--- config.mk ---
export PLATFORM = sky130hd
export DESIGN_NAME = at_response_parser
export DESIGN_NICKNAME = d
export VERILOG_FILES = /design/src/rtl/atrp_pkg.sv /design/src/rtl/atrp_in_reg.sv /design/src/rtl/atrp_core.sv /design/src/rtl/at_response_parser.sv
export SDC_FILE = /design/constraint.sdc
export NUM_CORES = 1
export LEC_CHECK = 0
export BUFFER_PORTS_ARGS = -buffer_cell sky130_fd_sc_hd__buf_2
export CAP_MARGIN = 0
export CELL_PAD_IN_SITES_DETAIL_PLACEMENT = 1
export CELL_PAD_IN_SITES_GLOBAL_PLACEMENT = 2
export CORE_UTILIZATION = 36
export DETAILED_ROUTE_END_ITERATION = 16
export PLACE_DENSITY = 0.77
export SETUP_SLACK_MARGIN = 0.1
export SLEW_MARGIN = 30
export SYNTH_ARGS = -nofsm -noshare
export SYNTH_HDL_FRONTEND = slang
export SYNTH_SLANG_ARGS = --single-unit
export TNS_END_PERCENT = 20
--- constraint.sdc ---
create_clock -name i_clk -period 2.7 [get_ports i_clk]
set_input_delay 0.27 -clock i_clk [delete_from_list [all_inputs] [get_ports i_clk]]
set_output_delay 0.27 -clock i_clk [all_outputs]
set_load 0.03 [all_outputs]
--- src/rtl/atrp_pkg.sv ---
// Shared types and constants of the modem reply parser.
// No dependencies; used by every RTL module of the block.
`default_nettype none

package atrp_pkg;

    // Status codes of a result item.
    localparam logic [1:0] ST_BUSY    = 2'd0;
    localparam logic [1:0] ST_SUCCESS = 2'd1;
    localparam logic [1:0] ST_ERROR   = 2'd2;

    // Characters of the reply grammar.
    localparam logic [7:0] CH_CR   = 8'h0D;
    localparam logic [7:0] CH_LF   = 8'h0A;
    localparam logic [7:0] CH_PLUS = 8'h2B;
    localparam logic [7:0] CH_O    = 8'h4F;
    localparam logic [7:0] CH_E    = 8'h45;
    localparam logic [7:0] CH_K    = 8'h4B;
    localparam logic [7:0] CH_R    = 8'h52;

    typedef struct packed {
        logic [7:0] rx_byte;
        logic       restart;
    } t_in_item;

    typedef struct packed {
        logic [1:0] status;
        logic       reply_ok;
        logic [3:0] lines_done;
        logic       char_valid;
        logic [2:0] char_line;
        logic [5:0] char_col;
        logic [7:0] char_value;
        logic       line_end;
    } t_out_item;

endpackage

`default_nettype wire

--- src/rtl/atrp_in_reg.sv ---
// Input register of the modem reply parser: holds one received item.
// Depends on atrp_pkg for the input item type.
`default_nettype none

module atrp_in_reg (
    input  wire logic              i_clk,
    input  wire logic              i_rst_n,
    input  wire logic              i_valid,
    input  wire atrp_pkg::t_in_item i_item,
    output logic                   o_stall,
    output logic                   o_item_valid,
    output atrp_pkg::t_in_item     o_item,
    input  wire logic              i_take
);

    logic               r_valid;
    atrp_pkg::t_in_item r_item;
    logic               load;

    // Stall only while a held item cannot move on this cycle.
    assign o_stall      = r_valid && !i_take;
    assign load         = i_valid && !o_stall;
    assign o_item_valid = r_valid;
    assign o_item       = r_item;

    always_ff @(posedge i_clk) begin
        if (!i_rst_n) begin
            r_valid <= 1'b0;
        end else if (load) begin
            r_valid <= 1'b1;
        end else if (i_take) begin
            r_valid <= 1'b0;
        end
        if (load) begin
            r_item <= i_item;
        end
    end

endmodule

`default_nettype wire

--- src/rtl/atrp_core.sv ---
// Parser state machine with line and column counters and the result register.
// Depends on atrp_pkg for item types, status codes and grammar characters.
`default_nettype none

module atrp_core #(
    parameter int MAX_LINES    = 8,
    parameter int MAX_LINE_LEN = 64
) (
    input  wire logic               i_clk,
    input  wire logic               i_rst_n,
    input  wire logic               i_item_valid,
    input  wire atrp_pkg::t_in_item i_item,
    output logic                    o_take,
    output logic                    o_valid,
    output atrp_pkg::t_out_item     o_item,
    input  wire logic               i_stall
);

    localparam int LW = $clog2(MAX_LINES + 1);
    localparam int CW = $clog2(MAX_LINE_LEN + 1);

    typedef enum logic [4:0] {
        P_START, P_LF0, P_HEAD, P_LINE_FIRST, P_LINE_BODY, P_LINE_LF,
        P_LINE_DONE, P_TAIL_LF, P_FINAL, P_OK_K, P_END_CR, P_END_LF,
        P_E_R1, P_E_R2, P_E_O, P_E_R3, P_SUCCESS, P_ERROR
    } t_pstate;

    t_pstate             r_state, n_state, cur;
    logic [LW-1:0]       r_line, n_line;
    logic [CW-1:0]       r_col, n_col;
    logic                r_ok, n_ok;
    logic                r_out_valid;
    atrp_pkg::t_out_item r_out, n_out;

    logic          advance;
    logic          want_cap;
    logic          room;
    logic          cap;
    logic          ended;
    t_pstate       cap_next;
    logic [7:0]    c;

    assign advance = !r_out_valid || !i_stall;
    assign o_take  = i_item_valid && advance;
    assign o_valid = r_out_valid;
    assign o_item  = r_out;
    assign c       = i_item.rx_byte;

    always_comb begin
        cur      = i_item.restart ? P_START : r_state;
        n_line   = r_line;
        n_col    = r_col;
        n_ok     = r_ok;
        want_cap = 1'b0;
        cap_next = P_ERROR;
        ended    = 1'b0;
        n_state  = P_ERROR;
        unique case (cur)
            P_START: begin
                n_line  = '0;
                n_col   = '0;
                n_ok    = 1'b0;
                n_state = (c == atrp_pkg::CH_CR) ? P_LF0 : P_ERROR;
            end
            P_LF0:   n_state = (c == atrp_pkg::CH_LF) ? P_HEAD : P_ERROR;
            P_HEAD, P_FINAL: begin
                priority if (c == atrp_pkg::CH_PLUS && cur == P_HEAD) begin
                    want_cap = 1'b1;
                    cap_next = P_LINE_FIRST;
                end else if (c == atrp_pkg::CH_O) begin
                    n_state = P_OK_K;
                end else if (c == atrp_pkg::CH_E) begin
                    n_state = P_E_R1;
                end else begin
                    n_state = P_ERROR;
                end
            end
            P_LINE_FIRST: begin
                if (c != atrp_pkg::CH_CR && c != atrp_pkg::CH_LF) begin
                    want_cap = 1'b1;
                    cap_next = P_LINE_BODY;
                end
            end
            P_LINE_BODY: begin
                priority if (c == atrp_pkg::CH_CR) begin
                    n_state = P_LINE_LF;
                end else if (c == atrp_pkg::CH_LF) begin
                    n_state = P_ERROR;
                end else begin
                    want_cap = 1'b1;
                    cap_next = P_LINE_BODY;
                end
            end
            P_LINE_LF: n_state = (c == atrp_pkg::CH_LF) ? P_LINE_DONE : P_ERROR;
            P_LINE_DONE: begin
                // Count the line on the byte after its CR LF, whatever that byte is.
                ended  = 1'b1;
                n_line = r_line + LW'(1);
                n_col  = '0;
                priority if (c == atrp_pkg::CH_CR) begin
                    n_state = P_TAIL_LF;
                end else if (c == atrp_pkg::CH_PLUS) begin
                    want_cap = 1'b1;
                    cap_next = P_LINE_FIRST;
                end else begin
                    n_state = P_ERROR;
                end
            end
            P_TAIL_LF: n_state = (c == atrp_pkg::CH_LF) ? P_FINAL : P_ERROR;
            P_OK_K: begin
                if (c == atrp_pkg::CH_K) begin
                    n_ok    = 1'b1;
                    n_state = P_END_CR;
                end
            end
            P_END_CR: n_state = (c == atrp_pkg::CH_CR) ? P_END_LF : P_ERROR;
            P_END_LF: n_state = (c == atrp_pkg::CH_LF) ? P_SUCCESS : P_ERROR;
            P_E_R1:   n_state = (c == atrp_pkg::CH_R) ? P_E_R2 : P_ERROR;
            P_E_R2:   n_state = (c == atrp_pkg::CH_R) ? P_E_O : P_ERROR;
            P_E_O:    n_state = (c == atrp_pkg::CH_O) ? P_E_R3 : P_ERROR;
            P_E_R3: begin
                if (c == atrp_pkg::CH_R) begin
                    n_ok    = 1'b0;
                    n_state = P_END_CR;
                end
            end
            P_SUCCESS: n_state = P_SUCCESS;
            default:   n_state = P_ERROR;
        endcase

        // Capture uses the counters as updated above; no room means error.
        room = (n_line < LW'(MAX_LINES)) && (n_col < CW'(MAX_LINE_LEN));
        cap  = want_cap && room;
        if (want_cap) begin
            n_state = room ? cap_next : P_ERROR;
        end

        n_out.status     = (n_state == P_SUCCESS) ? atrp_pkg::ST_SUCCESS :
                           (n_state == P_ERROR)   ? atrp_pkg::ST_ERROR   :
                                                    atrp_pkg::ST_BUSY;
        n_out.reply_ok   = n_ok;
        n_out.lines_done = 4'(n_line);
        n_out.char_valid = cap;
        n_out.char_line  = cap ? 3'(n_line) : 3'd0;
        n_out.char_col   = cap ? 6'(n_col) : 6'd0;
        n_out.char_value = cap ? c : 8'd0;
        n_out.line_end   = ended;

        if (cap) begin
            n_col = n_col + CW'(1);
        end
    end

    always_ff @(posedge i_clk) begin
        if (!i_rst_n) begin
            r_state     <= P_START;
            r_line      <= '0;
            r_col       <= '0;
            r_ok        <= 1'b0;
            r_out_valid <= 1'b0;
        end else if (o_take) begin
            r_state     <= n_state;
            r_line      <= n_line;
            r_col       <= n_col;
            r_ok        <= n_ok;
            r_out_valid <= 1'b1;
        end else if (advance) begin
            r_out_valid <= 1'b0;
        end
        if (o_take) begin
            r_out <= n_out;
        end
    end

endmodule

`default_nettype wire

--- src/rtl/at_response_parser.sv ---
// Top level of the modem reply parser: input register feeding the parser core.
// Depends on atrp_pkg, atrp_in_reg and atrp_core.
//
// Usage:
//   Input channel (i_valid, i_item, o_stall): one received byte per item, with
//   restart set on the first byte of a new reply.
//   Output channel (o_valid, o_item, i_stall): one result item per input item,
//   in order: status, reply_ok, completed line count, and the captured line
//   character with its line and column, plus the line-completed flag.
//   Registers: an accepted item passes through the input register, then the
//   result register, before its result is valid and can be taken.
//   Throughput: one item per cycle while i_stall is low; the parser state
//   advances in one pass of logic as the item moves into the result register.
//   Reset (synchronous, active low): parser in its start state, counters and
//   the OK flag cleared, both registers empty.
//   Receiver stall: the result is held; an item is still taken into an empty
//   input register, after which o_stall rises until the result is taken.
`default_nettype none

module at_response_parser #(
    parameter int MAX_LINES    = 8,
    parameter int MAX_LINE_LEN = 64
) (
    input  wire logic                i_clk,
    input  wire logic                i_rst_n,
    input  wire logic                i_valid,
    input  wire atrp_pkg::t_in_item  i_item,
    output logic                     o_stall,
    output logic                     o_valid,
    output atrp_pkg::t_out_item      o_item,
    input  wire logic                i_stall
);

    logic               held_valid;
    atrp_pkg::t_in_item held_item;
    logic               take;

    atrp_in_reg u_in_reg (
        .i_clk        (i_clk),
        .i_rst_n      (i_rst_n),
        .i_valid      (i_valid),
        .i_item       (i_item),
        .o_stall      (o_stall),
        .o_item_valid (held_valid),
        .o_item       (held_item),
        .i_take       (take)
    );

    atrp_core #(
        .MAX_LINES    (MAX_LINES),
        .MAX_LINE_LEN (MAX_LINE_LEN)
    ) u_core (
        .i_clk        (i_clk),
        .i_rst_n      (i_rst_n),
        .i_item_valid (held_valid),
        .i_item       (held_item),
        .o_take       (take),
        .o_valid      (o_valid),
        .o_item       (o_item),
        .i_stall      (i_stall)
    );

endmodule

`default_nettype wire

==> results_dict.tcl <==
set metrics [dict create \
    antenna_left 0 \
    path_clk_slew_ns 0.10 \
    dpl.hpwl_mm 5.73 \
    grt_max_degree 19 \
    grt_pass1_vias 2488 \
    required_ns 2.84 \
    layout.nets 377 \
    yosys_most_used_dff "edfxtp_1" \
    start_util_pct 38.1 \
    first_iter_violations 135 \
    yosys_warnings 0 \
    path_class "reg2reg" \
    core_area_um2 7450 \
    skew_ns 0.0164 \
    ys_async_sr_fraction_pct 0 \
    gp_congestion 0.840 \
    yosys-top-cells-area "edfxtp_1 (37%), dfxtp_1 (13%), and2_1 (4.2%), nor2_1 (3.3%), a21oi_1 (2.8%)" \
    drt-wirelength-per-cell_um 17.4 \
    ir_worst_vdd_mv 0.331 \
    antenna_found_initial 0 \
    tightest_slew_ns 0.818 \
    numClockSinks 54 \
    area_growth_pct 26.7 \
    period_share_pct 94.5 \
    post_dp_cell_area_um2 3360 \
    avgSynthCellArea_um2 9.88 \
    die_x_um 90.7 \
    crit_path_start_kind "flop" \
    setup_viol_count_final 0 \
    root_buffer "clkbuf_8" \
    hold_viol_final 0 \
    fin_ws_ns 0.147 \
    maxCapViolCount 0 \
    crit_fanout 3 \
    p_per_area_nw_per_um2 468 \
    rsz0062_at_grt "true" \
    maxSlewViolCount 0 \
    grt_pass1_wl_mm 13.0 \
    firstDrtPassIters 4 \
    io_buffers 40 \
    seq_area_frac_synth_pct 50.5 \
    fmax_mhz 392 \
    cts_tree "built" \
    fin_area_um2 3590 \
    synth_top_area_share_pct 37.1 \
    arrival_ns 2.69 \
    io_pins 41 \
    h-tree-depth 2 \
    dieArea_um2 8230 \
    yosysTopAreaCell "edfxtp_1" \
    drt-total-wl_mm 8.06 \
    grt_usage_pct 19.9 \
    fin_crit_ns 2.55 \
    ys_ff_latch 54 \
    cts_hold_buf 0 \
    row_count 31 \
    synth_area_um2 2840 \
    hold_path_class "in2reg" \
    num_antenna_cells 0 \
    slew-limit-headroom_pct 45.4 \
    yosysUniqueCellTypes 55 \
    remaining_drc_errors 0 \
    cts_inserted_buffers 5 \
    via_count 2536 \
    dp_slack_ns -0.0142 \
    synth_nets 302 \
    insertion_delay_ns 0.31 \
    end_kind "flop" \
    status "finished, final reports clean" \
    p_leak_nw 1.38 \
    clk_path_buf_depth 2 \
    fp.dieH_um 90.7 \
    synth-edff-count 35 \
    vias_per_cell 5.49 \
    drive_above_1_share_pct 30.0 \
    synthCells 287 \
    grt_overflow 0 \
]
-- cells in the mapped netlist, types with 3 or more instances --
cell type / n
a31oi_1: 4
a22oi_1: 3
nand3_1: 9
and3_1: 8
a211oi_1: 3
or3_1: 4
nand2_1: 21
or4_1: 3
inv_1: 7
nor2b_1: 7
clkbuf_1: 10
nor3_1: 8
edfxtp_1: 35
nor3b_1: 5
and2_1: 19
nor4b_1: 3
dfxtp_1: 19
nand2b_1: 5
nor2_1: 25
nor4_1: 7
nand4_1: 6
nand3b_1: 4
o21ai_0: 9
a21oi_1: 16
-- logic make-up (layout without fill, tap and decap cells) --
kind of cell    count (synthesis)  after routing  share of synthesized area [%]
compound gates                 59             59                           14.3
xor+xnor                        1              1                          0.309
fa+ha+maj                       2              2                          0.882
buf+inv                        22             98                           3.80
flops                          54             54                           50.5
mux                             2              2                          0.706
simple gates                  147            147                           29.5
-- registers in the layout, summed over array words and instances, names as in the netlist --
signal                 cells
u_core.r_state             5
u_in_reg.o_item_valid      1
u_in_reg.o_item            9
u_core.r_ok                1
u_core.r_line              4
u_core.o_item             26
u_core.o_valid             1
u_core.r_col               7
-- repair_timing --
action,4_1_cts,5_1_grt
resized for setup,1,20
setup buffers,0,5
cloned,1,1
pin swaps,0,7
setup endpoints to repair,26,20
-- per-layer routing --
layer | share of wire, % | track usage (%) | vias to the layer above
met5 | 0 | 0 | -
met4 | 1.4 | 5.51 | 0
met3 | 4.4 | 3.28 | 9
met2 | 46 | 31.3 | 55
met1 | 48 | 28.0 | 1234
li1 | - | - | 1238
-- cells in the final DEF (no fill, tap or decap), types with 3 or more instances in the layout --
master,instances
edfxtp_1,35
or3_1,3
buf_4,38
nand2b_1,5
a22oi_1,3
and2_1,19
nor3_1,7
nand2_1,21
o21ai_0,9
clkbuf_8,5
nor4_1,4
and3_1,8
nand4_1,6
inv_1,7
nand3b_1,4
a21oi_1,16
dfxtp_1,19
a31oi_1,4
nor3b_1,4
nor2_1,25
nor2b_1,7
nand3_1,9
nor4_2,3
buf_2,40
-- cell type report --
cell class / instances / area [µm²]
Inverter: 8 / 42.5
Multi-Input combinational cell: 211 / 1380
Clock buffer: 6 / 72.6
Sequential cell: 54 / 1430
Timing Repair inverter: 2 / 15.0
Clock inverter: 2 / 13.8
Timing Repair Buffer: 80 / 517
Tap cell: 99 / 124
Fill cell: 894 / 3850
-- final timing paths --
check	slack [ns]	to	cells past startpoint	from
setup reg to reg	0.15	u_core.o_item[24]	8	u_in_reg.o_item[0]
hold / removal	0.13	u_in_reg.o_item[5]	1	i_item[5]
setup / recovery	0.15	u_core.o_item[24]	8	u_in_reg.o_item[0]
hold reg to reg	0.46	u_core.r_col[6]	2	u_core.r_col[6]
-- per-stage QoR --
| stage | power (W) | util (%) | instances | hold slack, ns | TNS (ns) |
|---|---|---|---|---|---|
| final | 0.00168 | 48.3 | 462 | 0.132 | 0 |
| after CTS | 0.00168 | 46.4 | 456 | 0.121 | 0 |
| after global placement | 0.00123 | 45.1 | 447 | 0.438 | 0 |
| after detailed placement | 0.00123 | 45.1 | 447 | 0.449 | -0.0142 |
| after global routing | 0.00176 | 48.3 | 462 | 0.118 | 0 |
| after floorplan | 0.00111 | - | 287 | 0.369 | 0 |
-- power by group --
| group | leakage [nW] | switching, W | internal (W) |
|---|---|---|---|
| combinational | 0.851 | 0.000183 | 0.000113 |
| sequential | 0.487 | 0.0000187 | 0.000914 |
| clock | 0.0452 | 0.000269 | 0.000184 |
| total | 1.38 | 0.000471 | 0.00121 |
-- worst max-delay path: stages, from the launching register on --
cell,delay (ns)
edfxtp_1,0.41
or4b_4,0.54
buf_4,0.15
nor4_2,0.24
a221o_1,0.22
buf_4,0.14
nor4_2,0.05
or3_1,0.40
nor4_2,0.24
(Power assumes the default switching activity.)
